**src/rtl/sktt_pkg.sv**
```systemverilog
// ----------------------------------------------------------------------------
// sktt_pkg
// Shared types, widths and constants of the scalar temperature tracker.
// ----------------------------------------------------------------------------
package sktt_pkg;

  // Fraction bits of the internal gain.
  localparam int GAIN_FRAC_BITS = 16;
  localparam int GAIN_W         = GAIN_FRAC_BITS + 1;

  localparam int TEMP_W     = 16;
  localparam int VAR_W      = 24;
  localparam int OGAIN_W    = 17;
  localparam int CFG_IDX_W  = 3;
  localparam int CFG_DATA_W = 24;

  // Serial divider: numerator is p, denominator is p + r.
  localparam int DIV_DEN_W = VAR_W + 1;
  localparam int DIV_REM_W = VAR_W + 2;
  localparam int DIV_CNT_W = $clog2(GAIN_W + 1);

  // Shared multiplier operands, signed.
  localparam int MUL_A_W = (GAIN_W + 1 > 33) ? GAIN_W + 1 : 33;
  localparam int MUL_B_W = VAR_W + 1;
  localparam int MUL_P_W = MUL_A_W + MUL_B_W;

  // Estimate accumulator at scale 2^(8 + GAIN_FRAC_BITS) divided by 256.
  localparam int ACC_W = GAIN_FRAC_BITS + 27;

  localparam logic [GAIN_W-1:0] GAIN_ONE = GAIN_W'(1) << GAIN_FRAC_BITS;

  localparam logic [VAR_W-1:0]  RST_MEAS_VAR        = VAR_W'(4096);
  localparam logic [VAR_W-1:0]  RST_PROCESS_VAR     = VAR_W'(256);
  localparam logic [TEMP_W-1:0] RST_SAMPLE_INTERVAL = TEMP_W'(1280);
  localparam logic [TEMP_W-1:0] RST_HEAT_RATE       = TEMP_W'(0);
  localparam logic [VAR_W-1:0]  RST_RATE_VAR        = VAR_W'(0);
  localparam logic [TEMP_W-1:0] RST_INIT_ESTIMATE   = TEMP_W'(4096);
  localparam logic [VAR_W-1:0]  RST_INIT_VARIANCE   = VAR_W'(25600);

  typedef enum logic [CFG_IDX_W-1:0] {
    REG_MEAS_VAR        = 3'd0,
    REG_PROCESS_VAR     = 3'd1,
    REG_SAMPLE_INTERVAL = 3'd2,
    REG_HEAT_RATE       = 3'd3,
    REG_RATE_VAR        = 3'd4,
    REG_INIT_ESTIMATE   = 3'd5,
    REG_INIT_VARIANCE   = 3'd6
  } cfg_reg_e;

  typedef enum logic [3:0] {
    S_IDLE,
    S_LOAD,
    S_DIV,
    S_MUL_TR,
    S_MUL_KD,
    S_MUL_KP,
    S_MUL_TT,
    S_MUL_TTV,
    S_FIN
  } state_e;

  typedef struct packed {
    logic [TEMP_W-1:0] measurement;
    logic              first;
  } in_t;

  typedef struct packed {
    logic [TEMP_W-1:0]  estimate;
    logic [VAR_W-1:0]   variance;
    logic [OGAIN_W-1:0] gain;
  } out_t;

  typedef struct packed {
    logic busy;
    logic done;
  } div_stat_t;

endpackage

```
**src/rtl/sktt_mul.sv**
```systemverilog
// ----------------------------------------------------------------------------
// sktt_mul
// Shared signed multiplier with a registered product that holds while the
// enable is low.
// ----------------------------------------------------------------------------
module sktt_mul (
  input  logic                                 clk_i,
  input  logic                                 en_i,
  input  logic signed [sktt_pkg::MUL_A_W-1:0]  a_i,
  input  logic signed [sktt_pkg::MUL_B_W-1:0]  b_i,
  output logic signed [sktt_pkg::MUL_P_W-1:0]  prod_o
);

  logic signed [sktt_pkg::MUL_P_W-1:0] prod_q;

  always_ff @(posedge clk_i) begin
    if (en_i) begin
      prod_q <= sktt_pkg::MUL_P_W'(a_i) * sktt_pkg::MUL_P_W'(b_i);
    end
  end

  assign prod_o = prod_q;

endmodule

```
**config.mk**
```make
export PLATFORM = sky130hd
export DESIGN_NAME = sktt_mul
export DESIGN_NICKNAME = d
export VERILOG_FILES = /design/src/rtl/sktt_pkg.sv /design/src/rtl/sktt_mul.sv
export SDC_FILE = /design/constraint.sdc
export NUM_CORES = 2
export LEC_CHECK = 0
export BUFFER_PORTS_ARGS = -buffer_cell sky130_fd_sc_hd__buf_2
export CAP_MARGIN = 20
export CORE_ASPECT_RATIO = 1.5
export CORE_MARGIN = 3
export CORE_UTILIZATION = 39
export DETAILED_ROUTE_END_ITERATION = 10
export GPL_TIMING_DRIVEN = 0
export HOLD_SLACK_MARGIN = 0.02
export PLACE_DENSITY_LB_ADDON = 0.3
export RECOVER_POWER = 100
export SLEW_MARGIN = 25
export SYNTH_ARGS = -nofsm -noshare
export SYNTH_HDL_FRONTEND = slang
export SYNTH_SLANG_ARGS = --single-unit
export TNS_END_PERCENT = 100
```
**constraint.sdc**
```tcl
create_clock -name clk_i -period 10.11 [get_ports clk_i]
set_input_delay 1.5165 -clock clk_i [delete_from_list [all_inputs] [get_ports clk_i]]
set_output_delay 1.5165 -clock clk_i [all_outputs]
set_load 0.05 [all_outputs]
```
==> results_dict.tcl <==
set metrics [dict create \
    layout-drive-gt1-share_pct 2.66 \
    cts-htree-levels 3 \
    holdCritStartpoint "a_i[1]" \
    violations "capacitance limit, slew limit" \
    die_w_um 235 \
    synth_cell_types 60 \
    crit_fanout 13 \
    drtIter0Drc 1457 \
    wl_um 112000 \
    yosysSeqAreaShare_pct 5.66 \
    synth_edf_count 58 \
    finalCritPeriodShare_pct 95.6 \
    multi_input_area_um2 25400 \
    antenna_left 0 \
    vias_per_cell 5.29 \
    crit_arrival_ps 9750 \
    start_util_pct 39.5 \
    timing.slew.headroom_pct -120 \
    seqCellArea_um2 1740 \
    avgRoutedWirePerCell_um 25.6 \
    synth_seq_cells 58 \
    clk_pin_slew_ps 60 \
    hold_end "prod_o[1]" \
    tightestPinTransition_ps 3300 \
    ys_top_cells_by_area "fa_1 (55%), inv_1 (9.6%), and2_1 (8.3%), ha_1 (6.4%), edfxtp_1 (5.7%)" \
    crit_start "a_i[32]" \
    startpoint_type "primary input" \
    globalRoute.totalOverflow 0 \
    async_flop_share_pct 0 \
    synth_cells 3208 \
    setup_viol 0 \
    grt_start_max_net_pins 59 \
    gp_congestion 1.01 \
    largest_reg_flops 58 \
    cts_made_buffers 9 \
    hold_depth 3 \
    synth_most_common_cell "fa_1" \
    netlist.area_leader.share_pct 54.8 \
    holdBufCountCts 0 \
    dpl_cell_area_um2 32600 \
    cts_tree "yes" \
    cts_resized 0 \
    syn-cell-area_um2 30800 \
    numClockSinks 58 \
    ys.flop_type "edfxtp_1" \
    ys_top_cells_by_count "fa_1 (842), inv_1 (785), nand2_1 (416)" \
    coreArea_um2 77900 \
    die_area_um2 82400 \
    fin_crit_ps 9670 \
    critPathRequiredTime_ps 10190 \
    num_io_pins 118 \
    antenna_found_initial 7 \
    ys_warn_count 0 \
    grt_pass1_vias 25689 \
    nNetsFinal 4395 \
    areaGrowthSynthToFinish_pct 6.69 \
    io_buffer_count 117 \
    clk_path_buf_depth 2 \
    num_rows 125 \
    hp-class "in2reg" \
    final_hold_viol_count 0 \
    syn_nets 4267 \
    dp_hpwl_um 94300 \
    maxCapViolations 1 \
    tns_ps 0 \
    synth.avg_cell_area_um2 9.60 \
    setup.worst_path.class "in2reg" \
    grt_pass1_wl_um 163000 \
    rsz0062_at_grt "no" \
    stdcell_area_um2 32800 \
    synth_top_area_cell "fa_1" \
    outcome "finished, violations left" \
    fillers 7930 \
    drtPass1Iterations 6 \
    fmax_mhz 103 \
    drc 0 \
    endpoint_kind "flop" \
    slew_violations 59 \
    clock-root-buffer "clkbuf_16" \
    post_cts_buffers 0 \
    grtUsageTotal_pct 27.5 \
    die_y_um 350 \
    vias 23080 \
]
==> worst max path at each step <==
stage                 end  slack (ps)  depth (start not counted)
2_1_floorplan  prod_o[57]        2060                         21
3_3_place_gp   prod_o[57]         250                         25
3_5_place_dp   prod_o[57]         270                         25
4_1_cts        prod_o[57]         650                         25
5_1_grt        prod_o[55]         210                         25
6_report       prod_o[57]         440                         23
==> cells by family after synthesis <==
family | count (synthesis) | synth area share [%]
fa+ha+maj | 999 | 61.1
simple gates | 954 | 15.5
buf+inv | 944 | 11.7
compound gates | 194 | 4.34
xor+xnor | 59 | 1.68
flops | 58 | 5.66
==> critical path, stage by stage <==
cell      delay (ps)
clkbuf_1         480
clkbuf_1         700
nand2_1          210
inv_1            170
fa_1             560
fa_1             490
fa_1            1030
inv_1            370
fa_1             570
inv_1             50
fa_1             540
inv_1             50
fa_1             470
inv_1             40
ha_1             250
clkbuf_1         190
a21oi_1          240
nor3b_1          420
nand4_1          160
o21ai_1          430
o221ai_1         320
a21oi_1          330
o211ai_1         140
==> stage by stage <==
step           hold WS, ps  instances  setup WS [ps]  utilization (%)
2_1_floorplan         1630       3208           2060                -
3_5_place_dp          2060       4341            273             41.9
3_3_place_gp          2060       4341            250             41.9
5_1_grt               1770       4357            207             42.2
6_report              1780       4361            441             42.2
4_1_cts               1700       4357            653             42.3
==> layout by cell type, fill, tap and decap left out, types with 5 or more instances in the layout <==
| cell type | netlist | routed |
|---|---|---|
| nor2b_1 | 5 | 5 |
| ha_1 | 157 | 157 |
| o21a_1 | 5 | 6 |
| xor2_1 | 15 | 15 |
| inv_1 | 785 | 785 |
| edfxtp_1 | 58 | 58 |
| nor3_1 | 6 | 6 |
| clkbuf_1 | 148 | 211 |
| nand2_1 | 416 | 416 |
| a31oi_1 | 10 | 12 |
| o21ai_0 | 28 | 28 |
| o21bai_1 | 15 | 15 |
| xnor2_1 | 44 | 44 |
| nand4_1 | 15 | 15 |
| o211ai_1 | 7 | 8 |
| and3_1 | 8 | 8 |
| buf_2 | 3 | 56 |
| fa_1 | 842 | 842 |
| clkbuf_16 | 0 | 9 |
| a21oi_1 | 51 | 51 |
| nand3_1 | 16 | 16 |
| a21o_1 | 34 | 34 |
| and2_0 | 0 | 6 |
| a211oi_1 | 8 | 9 |
| nand2b_1 | 11 | 11 |
| and2_1 | 409 | 403 |
| nor2_1 | 57 | 57 |
==> layout make-up <==
type | count | share of cell area, %
clock inverters | 7 | 0.286
repair buffers | 117 | 1.54
well taps | 1016 | 3.87
diodes | 4 | 0.0305
multi-input cells | 2206 | 77.3
inverters | 786 | 8.98
clock buffers | 9 | 0.686
flip-flops and latches | 58 | 5.30
plain buffers | 158 | 1.98
==> metal layers <==
layer | global-route usage [%] | vias up | wire length, um
met4 | 25.2 | 8 | 12900
met2 | 48.2 | 1013 | 56100
met5 | 0 | - | 46
met1 | 28.4 | 12088 | 36100
li1 | - | 9531 | -
met3 | 3.90 | 440 | 6400
Power is not shown: default switching activity piles up to over one toggle a cycle in this logic, so the estimate is an artifact.
