### config.mk
export PLATFORM = sky130hd
export DESIGN_NAME = sktt_div
export DESIGN_NICKNAME = d
export VERILOG_FILES = /design/src/rtl/sktt_pkg.sv /design/src/rtl/sktt_div.sv
export SDC_FILE = /design/constraint.sdc
export NUM_CORES = 1
export LEC_CHECK = 0
export BUFFER_PORTS_ARGS = -buffer_cell sky130_fd_sc_hd__buf_4
export CELL_PAD_IN_SITES_DETAIL_PLACEMENT = 2
export CELL_PAD_IN_SITES_GLOBAL_PLACEMENT = 2
export CORE_ASPECT_RATIO = 1.75
export CORE_MARGIN = 2
export CORE_UTILIZATION = 38
export DETAILED_ROUTE_END_ITERATION = 6
export PLACE_DENSITY = 0.88
export RECOVER_POWER = 100
export SLEW_MARGIN = 20
export SYNTH_ARGS = -nofsm -noshare
export SYNTH_HDL_FRONTEND = slang
export SYNTH_SLANG_ARGS = --single-unit
### constraint.sdc
create_clock -name clk_i -period 6.6 [get_ports clk_i]
set_input_delay 0.66 -clock clk_i [delete_from_list [all_inputs] [get_ports clk_i]]
set_output_delay 0.66 -clock clk_i [all_outputs]
set_load 0.02 [all_outputs]
### src/rtl/sktt_pkg.sv
// ----------------------------------------------------------------------------
// sktt_pkg
// Shared types, widths and constants of the scalar temperature tracker.
// ----------------------------------------------------------------------------
package sktt_pkg;

  // Fraction bits of the internal gain.
  localparam int GAIN_FRAC_BITS = 16;
  localparam int GAIN_W         = GAIN_FRAC_BITS + 1;

  localparam int TEMP_W     = 16;
  localparam int VAR_W      = 24;
  localparam int OGAIN_W    = 17;
  localparam int CFG_IDX_W  = 3;
  localparam int CFG_DATA_W = 24;

  // Serial divider: numerator is p, denominator is p + r.
  localparam int DIV_DEN_W = VAR_W + 1;
  localparam int DIV_REM_W = VAR_W + 2;
  localparam int DIV_CNT_W = $clog2(GAIN_W + 1);

  // Shared multiplier operands, signed.
  localparam int MUL_A_W = (GAIN_W + 1 > 33) ? GAIN_W + 1 : 33;
  localparam int MUL_B_W = VAR_W + 1;
  localparam int MUL_P_W = MUL_A_W + MUL_B_W;

  // Estimate accumulator at scale 2^(8 + GAIN_FRAC_BITS) divided by 256.
  localparam int ACC_W = GAIN_FRAC_BITS + 27;

  localparam logic [GAIN_W-1:0] GAIN_ONE = GAIN_W'(1) << GAIN_FRAC_BITS;

  localparam logic [VAR_W-1:0]  RST_MEAS_VAR        = VAR_W'(4096);
  localparam logic [VAR_W-1:0]  RST_PROCESS_VAR     = VAR_W'(256);
  localparam logic [TEMP_W-1:0] RST_SAMPLE_INTERVAL = TEMP_W'(1280);
  localparam logic [TEMP_W-1:0] RST_HEAT_RATE       = TEMP_W'(0);
  localparam logic [VAR_W-1:0]  RST_RATE_VAR        = VAR_W'(0);
  localparam logic [TEMP_W-1:0] RST_INIT_ESTIMATE   = TEMP_W'(4096);
  localparam logic [VAR_W-1:0]  RST_INIT_VARIANCE   = VAR_W'(25600);

  typedef enum logic [CFG_IDX_W-1:0] {
    REG_MEAS_VAR        = 3'd0,
    REG_PROCESS_VAR     = 3'd1,
    REG_SAMPLE_INTERVAL = 3'd2,
    REG_HEAT_RATE       = 3'd3,
    REG_RATE_VAR        = 3'd4,
    REG_INIT_ESTIMATE   = 3'd5,
    REG_INIT_VARIANCE   = 3'd6
  } cfg_reg_e;

  typedef enum logic [3:0] {
    S_IDLE,
    S_LOAD,
    S_DIV,
    S_MUL_TR,
    S_MUL_KD,
    S_MUL_KP,
    S_MUL_TT,
    S_MUL_TTV,
    S_FIN
  } state_e;

  typedef struct packed {
    logic [TEMP_W-1:0] measurement;
    logic              first;
  } in_t;

  typedef struct packed {
    logic [TEMP_W-1:0]  estimate;
    logic [VAR_W-1:0]   variance;
    logic [OGAIN_W-1:0] gain;
  } out_t;

  typedef struct packed {
    logic busy;
    logic done;
  } div_stat_t;

endpackage

### src/rtl/sktt_div.sv
// ----------------------------------------------------------------------------
// sktt_div
// Restoring divider that forms floor(num * 2^GAIN_FRAC_BITS / den), one
// quotient bit per cycle, for num <= den.
// ----------------------------------------------------------------------------
module sktt_div (
  input  logic                              clk_i,
  input  logic                              rst_ni,
  input  logic                              start_i,
  input  logic [sktt_pkg::VAR_W-1:0]        num_i,
  input  logic [sktt_pkg::DIV_DEN_W-1:0]    den_i,
  output logic [sktt_pkg::GAIN_W-1:0]       quot_o,
  output sktt_pkg::div_stat_t               stat_o
);

  logic                               busy_q;
  logic [sktt_pkg::DIV_CNT_W-1:0]     cnt_q;
  logic [sktt_pkg::DIV_REM_W-1:0]     rem_q;
  logic [sktt_pkg::DIV_DEN_W-1:0]     den_q;
  logic [sktt_pkg::GAIN_W-1:0]        quot_q;
  logic                               ge;
  logic [sktt_pkg::DIV_REM_W-1:0]     diff;
  logic [sktt_pkg::DIV_REM_W-1:0]     rem_sel;
  logic                               step;

  assign step = busy_q && (cnt_q != '0);

  always_comb begin
    ge      = rem_q >= sktt_pkg::DIV_REM_W'(den_q);
    diff    = rem_q - sktt_pkg::DIV_REM_W'(den_q);
    rem_sel = ge ? diff : rem_q;
  end

  always_ff @(posedge clk_i or negedge rst_ni) begin
    if (!rst_ni) begin
      busy_q <= 1'b0;
      cnt_q  <= '0;
    end else if (start_i) begin
      busy_q <= 1'b1;
      cnt_q  <= sktt_pkg::DIV_CNT_W'(sktt_pkg::GAIN_W);
    end else if (step) begin
      cnt_q <= cnt_q - sktt_pkg::DIV_CNT_W'(1);
    end else if (busy_q) begin
      busy_q <= 1'b0;
    end
  end

  // The first step yields the integer bit, the rest the fraction bits.
  always_ff @(posedge clk_i) begin
    if (start_i) begin
      rem_q  <= sktt_pkg::DIV_REM_W'(num_i);
      den_q  <= den_i;
      quot_q <= '0;
    end else if (step) begin
      rem_q  <= {rem_sel[sktt_pkg::DIV_REM_W-2:0], 1'b0};
      quot_q <= {quot_q[sktt_pkg::GAIN_W-2:0], ge};
    end
  end

  assign quot_o      = quot_q;
  assign stat_o.busy = busy_q;
  assign stat_o.done = busy_q && (cnt_q == '0);

endmodule

==> key figures, run 1 <==
Global routing
  • Antenna violations before repair: 0
  • Largest net degree at the start of global routing: between 40 and 50
  • First-pass GRT wire length: approximately 22000 µm
  • All-Layer GR Usage: 0.2296
  • Gr ovfl total: 0
  • Vias in the first global route: about 4300

Routing
  • DR iter-0 viols: 110
  • DR WL/cell: ~20 µm
  • Via Count: between 3000 and 4000
  • Router iterations before antenna repair: 5
  • Remaining DRCs: 0
  • Final wirelength: around 13000 µm
  • Routed Antenna Nets: 0
  • Detailed-route vias per instance: roughly 5.5

Setup path
  • Arrival @ worst endpoint: around 4.8 ns
  • Reg2Reg Depth: 13
  • Crit Path Class: reg -> reg
  • Required time worst endpoint: between 6 and 7 ns
  • CP Launch Type: register
  • Crit Reg-Reg Startpoint: rem_q[0]
  • CP max FO: 29
  • Setup crit end kind: register
  • Worst R2R Setup Slack: 1.87 ns
  • Reg-to-reg endpoint: rem_q[5]

STA
  • Setup WS post-layout: 1.870 ns
  • RSZ-0062 raised after global routing: no
  • F_max: ~210 MHz
  • Minimum clock period: ~4.7 ns
  • Endpoints failing setup: 0
  • Setup TNS: 0 ns
  • Final Cycle Share: 0.7167
  • Final Hold Fails: 0
  • Clock skew: between 0.01 and 0.015 ns
  • Final Max Tran Viols: 90
  • Slew @ Worst Pin: roughly 2.2 ns
  • Slew HR: -0.4480

Placement
  • HPWL after DPL: slightly below 10000 µm
  • Pre-CTS setup slack: ~3.0 ns
  • PortBufs: 70
  • Post-DP Area: about 5000 µm²
  • GPL Wtd Cong: 0.8147

Die
  • # rows: between 50 and 60
  • Die X: 85.26 µm
  • CORE AREA: between 10000 and 15000 µm²
  • Die area: about 12000 µm²
  • Number of primary I/O pins: 71
  • Die Span Y: 146.2 µm
  • Initial core utilization: 0.3856

Clocking
  • Setup repair bufs after CTS: 0
  • Worst skew pair latency: approximately 0.34 ns
  • Hold-fix buffers at CTS: 0
  • CTS tree: done
  • Maximum clock path buffer count: 2
  • Num CTS Buffers: 9
  • Root buffer cell: clkbuf_16
  • Clock Sinks: 74
  • H-tree lvl count: 3
  • CTS resizes: 0
  • Clock-pin slew on the worst setup and hold paths: 0.06 ns

Power
  • Sw Share: 0.4233
  • Cell-internal power: 1410 µW
  • PD cells: between 400 and 500 nW/µm²
  • Max VDD drop: ~0.18 mV
  • Static Leak: 0.002150 µW
  • Sequential power share: 0.296
  • Clock share of power: 0.197
  • Switch Pwr: 1035 µW
  • Combinational Power Share: 0.507

Layout
  • Final #Nets: roughly 600
  • Layout cell share with drive strength beyond 1: 0.1495
  • Most frequent cells in the layout: nand2_1 (67), a21oi_1 (51), edfxtp_1 (49)
  • Fillers: around 1200
  • Syn-to-layout area delta: 18.84%
  • Ant. Diodes: 0
  • Post-route cell area: about 5200 µm²
  • Commonest non-fill, non-tap cell in the layout: nand2_1

Yosys
  • Share of the yosys chip area belonging to registers: 0.4560
  • Top FF cell, synth: edfxtp_1
  • Mapped Area: about 4400 µm²
  • Async SR Flop Fraction: 0.08108
  • Syn Inst Count: ~470
  • Number of synthesized flops with an enable pin: between 40 and 50
  • Avg Inst Size Synth: 9.442 µm²
  • Yosys reg bits: 74
  • Warnings from Yosys: 0
  • Yosys cell types: between 50 and 60
  • Post-synthesis net count: around 550

Status
  • Failing checks: capacitance limit, slew limit
  • Status: finished with violations

Job
  • Max Cap Viol: 3

Min path
  • Hold Crit Class: in -> async
cell usage after synthesis (2+ instances only):
cell,n,area (µm²)
a2111oi_0,2,17.52
a211oi_1,6,45.04
a211oi_2,2,25.02
a21boi_0,2,15.01
a21o_1,3,22.52
a21oi_1,50,250.2
a31oi_1,3,18.77
and2_1,5,31.28
and3_1,3,18.77
buf_2,4,20.02
buf_4,2,15.01
clkbuf_1,12,45.04
dfrtp_1,6,150.1
dfxtp_1,19,380.4
edfxtp_1,49,1471
ha_1,27,337.8
inv_1,38,142.6
mux2_2,7,78.83
mux2i_1,7,70.07
nand2_1,67,251.5
nand2b_1,6,37.54
nand3_1,5,25.02
nand4_1,4,25.02
nor2_1,25,93.84
nor2b_1,4,25.02
nor3_1,9,45.04
nor3b_1,2,15.01
nor4_1,3,18.77
o211ai_1,3,22.52
o21a_1,7,52.55
o21ai_0,32,160.2
o21bai_1,2,15.01
o22ai_1,2,12.51
o31ai_1,2,15.01
xnor2_1,13,113.9
xor2_1,10,87.58
through the flow:
step           power [µW]    util  hold WS, ns  std cells
2_1_floorplan        1613       -       0.3644        465
3_3_place_gp         1875  0.4416       0.4490        654
3_5_place_dp         1969  0.4419       0.4657        654
4_1_cts              2486  0.4676       0.1097        670
5_1_grt              2634  0.4582       0.1913        670
6_report             2445  0.4582       0.1791        670
sequential cells by signal, summed over array words and instances (netlist names):
| signal | cells |
|---|---|
| quot_o | 17 |
| busy_q | 1 |
| cnt_q | 5 |
| rem_q | 26 |
| den_q | 25 |
layout make-up:
cell class	instances	area, µm²	area share
Clock inverter	3	21.27	0.004077
Inverter	38	142.6	0.02734
Multi-Input combinational cell	333	2135	0.4091
Timing Repair Buffer	74	476.7	0.09137
Tap cell	135	168.9	0.03237
Sequential cell	74	2002	0.3837
Clock buffer	13	271.5	0.05204
layer usage:
layer | global-route usage | vias up | routed length (µm)
li1 | - | 1776 | -
met1 | 0.2468 | 1837 | 4851
met2 | 0.4371 | 66 | 7729
met3 | 0.03731 | 27 | 409
met4 | 0.08413 | 0 | 353
met5 | 0 | - | 0
worst max path at each step:
stage             start  slack, ns         to  depth (start not counted)
2_1_floorplan  rem_q[0]       3.69  rem_q[16]                         13
3_3_place_gp   rem_q[0]       3.17   rem_q[7]                         12
3_5_place_dp   rem_q[0]       2.96  rem_q[14]                         12
4_1_cts        rem_q[0]       2.88   rem_q[5]                         13
5_1_grt        rem_q[0]       1.41   rem_q[4]                         13
6_report       rem_q[0]       1.87   rem_q[5]                         13
cells by family after synthesis:
kind of cell,share of synthesized area
compound gates,0.1770
flops,0.4560
xor+xnor,0.04588
mux,0.03391
buf+inv,0.05414
simple gates,0.1516
fa+ha+maj,0.08150
power groups by stage:
stage	clock, µW	combinational [µW]	sequential, µW
floorplan	0	904	708
global placement	0	1150	723
detailed placement	0	1240	729
CTS	493	1270	725
global route	513	1380	738
finish	482	1240	723
worst max-delay path, cell delays in order, from the launching register on:
cell and delay [ns]:
edfxtp_1 0.39, inv_1 0.07, ha_1 0.15, inv_1 0.06, fa_1 0.40, a21oi_1 0.27, o22ai_1 0.18, o211ai_2 0.31
a21oi_1 0.13, nor4_1 1.43, buf_4 0.54, nor2_1 0.10, a211oi_1 0.27, a21oi_1 0.09
(Power assumes the default switching activity.)
==> run 2, diff against run 1 <==
--- a/config.mk
+++ b/config.mk
@@ -10,9 +10,9 @@
 export CELL_PAD_IN_SITES_GLOBAL_PLACEMENT = 2
 export CORE_ASPECT_RATIO = 1.75
 export CORE_MARGIN = 2
-export CORE_UTILIZATION = 38
+export CORE_UTILIZATION = 32
 export DETAILED_ROUTE_END_ITERATION = 6
-export PLACE_DENSITY = 0.88
+export PLACE_DENSITY = 0.8
 export RECOVER_POWER = 100
 export SLEW_MARGIN = 20
 export SYNTH_ARGS = -nofsm -noshare
==> constraint.sdc (replaced) <==
create_clock -name clk_i -period 4.31 [get_ports clk_i]
set_input_delay 0.431 -clock clk_i [delete_from_list [all_inputs] [get_ports clk_i]]
set_output_delay 0.431 -clock clk_i [all_outputs]
set_load 0.02 [all_outputs]
==> key figures, run 2 (synthesized netlist as in run 1, its figures left out) <==
Routing
  • Router iterations before antenna repair: 4
  • Remaining DRCs: 0
  • DR WL/cell: roughly 18 µm
  • Via Count: roughly 3700
  • Final wirelength: roughly 13000 µm
  • Detailed-route vias per instance: 5.202
  • Routed Antenna Nets: 0
  • DR iter-0 viols: 130

STA
  • Clock skew: just under 0.009 ns
  • Slew HR: -0.4216
  • Minimum clock period: between 3 and 4 ns
  • RSZ-0062 raised after global routing: no
  • Final Hold Fails: 0
  • Setup TNS: 0 ns
  • Endpoints failing setup: 0
  • Slew @ Worst Pin: around 2.1 ns
  • Final Cycle Share: 0.8697
  • Final Max Tran Viols: 45
  • F_max: ~270 MHz

Setup path
  • Crit path cell chain: inv_1 -> ha_1 -> inv_1 -> fa_1 -> a21oi_1 -> o22ai_1 -> o211ai_1 -> a21oi_2 -> or4_1 -> o211a_1 -> a2111oi_0 -> a21oi_1
  • Crit Path Class: reg -> reg
  • Arrival @ worst endpoint: around 3.8 ns
  • Required time worst endpoint: 4.34 ns
  • Reg2Reg Depth: 12
  • Critical path depth in cells: 12
  • Buf/Inv on CP: 2
  • Crit-path slowest cell: or4_1
  • CP peak stage delay: approximately 0.7 ns
  • CP top delay family: compound AO/OA/AOI/OAI gates
  • CP Launch Type: register
  • CP max FO: 10
  • Setup crit end kind: register

Global routing
  • First-pass GRT wire length: about 22000 µm
  • All-Layer GR Usage: 0.1872
  • Antenna violations before repair: 0
  • Largest net degree at the start of global routing: 45
  • Gr ovfl total: 0
  • Vias in the first global route: between 4000 and 5000

Die
  • # rows: between 50 and 60
  • Initial core utilization: 0.3281
  • Number of primary I/O pins: 71
  • CORE AREA: approximately 13000 µm²
  • Die X: between 90 and 100 µm
  • Die area: 14710 µm²
  • Die Span Y: about 160 µm

Power
  • PD cells: about 700 nW/µm²
  • Sequential power share: 0.298
  • Cell-internal power: around 2100 µW
  • Tot Pwr: around 3700 µW
  • Static Leak: between 0.002 and 0.0025 µW
  • Combinational Power Share: 0.510
  • Clock share of power: 0.192
  • Sw Share: 0.4246
  • Max VDD drop: between 0.15 and 0.2 mV
  • Switch Pwr: 1561 µW

Clocking
  • Root buffer cell: clkbuf_16
  • Clock Sinks: 74
  • Worst skew pair latency: approximately 0.35 ns
  • H-tree lvl count: 3
  • CTS resizes: 0
  • Maximum clock path buffer count: 2
  • Setup repair bufs after CTS: 0
  • Num CTS Buffers: 9
  • CTS tree: done
  • Clock-pin slew on the worst setup and hold paths: around 0.06 ns

Job
  • Max Cap Viol: 1

Layout
  • Final #Nets: roughly 600
  • Max reg flops: 26
  • Layout cell share with drive strength beyond 1: 0.1558
  • Ant. Diodes: 0
  • Commonest non-fill, non-tap cell in the layout: nand2_1
  • Syn-to-layout area delta: 19.86%
  • Largest Register: rem_q
  • Most frequent cells in the layout: nand2_1 (67), a21oi_1 (50), edfxtp_1 (49)

Status
  • Failing checks: capacitance limit, slew limit
  • Status: finished with violations

Placement
  • GPL Wtd Cong: roughly 0.8
  • HPWL after DPL: 9798 µm
  • PortBufs: 70

Min path
  • Hold Crit Class: in -> reg
  • Worst Hold Depth: 1
run 2: repair_timing:
item	CTS	global route
endpoints found under the hold margin	6	0
hold buffers	1	0
setup endpoints to repair	0	0
run 2: worst paths after layout:
path                            startpoint         end  slack (ns)
max in group asynchronous           rst_ni    cnt_q[1]        3.56
min in group asynchronous           rst_ni    cnt_q[4]        0.49
worst min-delay path              den_i[6]    den_q[6]        0.28
worst max register to register    rem_q[0]   rem_q[16]        0.56
worst max-delay path              rem_q[0]   rem_q[16]        0.56
worst min register to register  quot_o[16]  quot_o[16]        0.47
run 2: cell type report:
type / count / area, µm²
fillers: 1488 / 8120
multi-input cells: 333 / 2130
flip-flops and latches: 74 / 2002
repair buffers: 78 / 499.2
clock buffers: 10 / 229.0
well taps: 174 / 217.7
inverters: 38 / 142.6
clock inverters: 6 / 42.54
run 2: per-layer routing:
layer | up-vias | share of wire | global-route usage
li1 | 1786 | - | -
met1 | 1847 | 0.37 | 0.1885
met2 | 62 | 0.58 | 0.3689
met3 | 14 | 0.035 | 0.03739
met4 | 0 | 0.019 | 0.06377
met5 | - | 0 | 0
run 2: power by group through the flow:
stage,clock [µW],sequential (µW),combinational [µW]
floorplan,0,1080,1380
global placement,0,1100,1810
detailed placement,0,1120,1910
CTS,729,1100,1940
global route,750,1130,2100
finish,704,1100,1870
run 2: per-stage QoR:
stage | hold slack [ns] | setup slack [ns] | std cells | area [µm²] | utilization
6_report | 0.2806 | 0.5618 | 713 | 5263 | 0.3932
5_1_grt | 0.2696 | 0.3351 | 713 | 5263 | 0.3932
4_1_cts | 0.2419 | 0.7616 | 713 | 5381 | 0.4021
3_5_place_dp | 0.2431 | 0.7944 | 696 | 5100 | 0.3811
3_3_place_gp | 0.2419 | 0.9757 | 696 | 5100 | 0.3811
2_1_floorplan | 0.1354 | 1.404 | 465 | 4390 | -
==> run 3, diff against run 2 <==
==> constraint.sdc (replaced) <==
create_clock -name clk_i -period 3.15 [get_ports clk_i]
set_input_delay 0.315 -clock clk_i [delete_from_list [all_inputs] [get_ports clk_i]]
set_output_delay 0.315 -clock clk_i [all_outputs]
set_load 0.02 [all_outputs]
==> key figures, run 3 (synthesized netlist as in run 1, its figures left out) <==
Setup path
  • CP Launch Type: register
  • Crit Reg-Reg Startpoint: rem_q[4]
  • Crit Path Class: reg -> reg
  • Crit path cell chain: ha_1 -> a21oi_1 -> nand2_1 -> nor3b_1 -> o31ai_1 -> a2111oi_2 -> nor4_1 -> a2111oi_2 -> a21oi_1
  • Setup crit end kind: register
  • Crit-path slowest cell: a2111oi_2
  • Reg2Reg Depth: 9
  • Required time worst endpoint: between 3 and 4 ns
  • Arrival @ worst endpoint: around 3 ns
  • CP max FO: 5
  • Reg-to-reg endpoint: rem_q[16]
  • Worst R2R Setup Slack: roughly 0.17 ns
  • CP peak stage delay: around 0.47 ns

Layout
  • Util after Layout: 0.4033
  • Final #Nets: roughly 620
  • Largest Register: rem_q
  • Max reg flops: 26
  • Ant. Diodes: 0
  • Commonest non-fill, non-tap cell in the layout: nand2_1
  • Most frequent cells in the layout: nand2_1 (67), a21oi_1 (49), edfxtp_1 (49)
  • Syn-to-layout area delta: 22.94%
  • Post-route cell area: 5398 µm²
  • Layout cell share with drive strength beyond 1: 0.1832

Global routing
  • Antenna violations before repair: 0
  • All-Layer GR Usage: 0.1839
  • Gr ovfl total: 0
  • Vias in the first global route: about 4300
  • Largest net degree at the start of global routing: 38
  • First-pass GRT wire length: roughly 21000 µm

Job
  • Max Cap Viol: 0

Clocking
  • H-tree lvl count: 3
  • Root buffer cell: clkbuf_16
  • Clock-pin slew on the worst setup and hold paths: around 0.07 ns
  • Num CTS Buffers: 9
  • Maximum clock path buffer count: 2
  • Worst skew pair latency: approximately 0.35 ns
  • CTS tree: done
  • Clock Sinks: 74

Placement
  • HPWL after DPL: ~9800 µm
  • GPL Wtd Cong: 0.8123
  • PortBufs: 70
  • Post-DP Area: 5152 µm²

Die
  • # rows: 56
  • Initial core utilization: 0.3281
  • Die area: about 15000 µm²
  • Die Span Y: about 160 µm
  • Number of primary I/O pins: 71
  • Die X: just over 90 µm
  • CORE AREA: between 10000 and 15000 µm²

Min path
  • Sink of the worst hold path: den_q[6]
  • Worst Hold Depth: 1
  • Worst hold start: den_i[6]
  • Hold Crit Class: in -> reg

STA
  • Minimum clock period: 2.982 ns
  • Clock skew: 0.01206 ns
  • Final Cycle Share: 0.9466
  • F_max: between 300 and 400 MHz
  • Setup TNS: 0 ns
  • Final Hold Fails: 0
  • Slew HR: 0.2333
  • Endpoints failing setup: 0
  • WHS: ~0.16 ns
  • Final Max Tran Viols: 0
  • Slew @ Worst Pin: roughly 1.2 ns

Routing
  • Via Count: between 3000 and 4000
  • Router iterations before antenna repair: 4
  • Detailed-route vias per instance: slightly above 5
  • Final wirelength: 12950 µm
  • DR iter-0 viols: 108
  • DR WL/cell: approximately 18 µm
  • Routed Antenna Nets: 0
  • Remaining DRCs: 0

Power
  • Max VDD drop: between 0.3 and 0.4 mV
  • Static Leak: between 0.002 and 0.0025 µW
  • PD cells: between 900 and 1000 nW/µm²

Status
  • Status: finished clean
-- run 3: changes by cell type in the layout (fill, tap and decap cells not counted), moves of 2 or more --
cell       previous run  this run
a2111oi_2             0         2
buf_4                28        35
clkinv_4              2         0
a2111oi_0             3         1
inv_4                 1         3
-- run 3: timing repair --
action	in CTS	in global routing
buffers inserted	0	0
endpoints found under the hold margin	6	0
gates resized for setup	0	7
hold buffers	1	0
endpoints found under the setup margin	0	17
-- run 3: cell type report --
type / count / area (µm²)
Clock buffer: 11 / 257.7
Clock inverter: 5 / 32.53
Sequential cell: 74 / 2002
Inverter: 38 / 142.6
Multi-Input combinational cell: 333 / 2187
Timing Repair Buffer: 85 / 558.0
Fill cell: 1495 / 7985
Tap cell: 174 / 217.7
-- run 3: how the worst max path moves through the flow --
stage                endpoint  depth (start not counted)     start  slack (ns)
CTS                 rem_q[16]                         12  rem_q[0]        0.01
finish              rem_q[16]                          9  rem_q[4]        0.17
global route        rem_q[16]                          9  rem_q[4]       -0.04
floorplan           rem_q[16]                         13  rem_q[0]        0.24
global placement    rem_q[16]                         12  rem_q[0]        0.22
detailed placement  rem_q[16]                          9  rem_q[4]        0.02
-- run 3: worst max-delay path, delay by kind of cell, from the launching register on --
family,cells,cell delay [ns]
and+or+nand+nor,3,0.56
adders and majority gates,1,0.38
AOI/OAI and AO/OA,5,1.39
DFF,1,0.39
-- run 3: report_power, final --
group	total (µW)	internal, µW	switching [µW]
sequential	1510	1340	169
combinational	2690	1110	1580
clock	1020	593	428
-- run 3: metrics by stage --
stage | power, µW | worst slack [ns] | cells
final | 5220 | 0.1681 | 720
after global routing | 5631 | -0.03797 | 720
after CTS | 5249 | 0.01138 | 720
after detailed placement | 4183 | 0.02332 | 703
after global placement | 4031 | 0.2247 | 703
after floorplan | 3379 | 0.2444 | 465
-- run 3: per-layer routing --
metal,part of all wire,wire [µm],up-vias,GRT usage
li1,-,-,1803,-
met1,0.38,4860,1858,0.1865
met2,0.57,7436,56,0.3636
met3,0.034,437,17,0.04023
met4,0.017,214,0,0.05224
met5,0,0,-,0
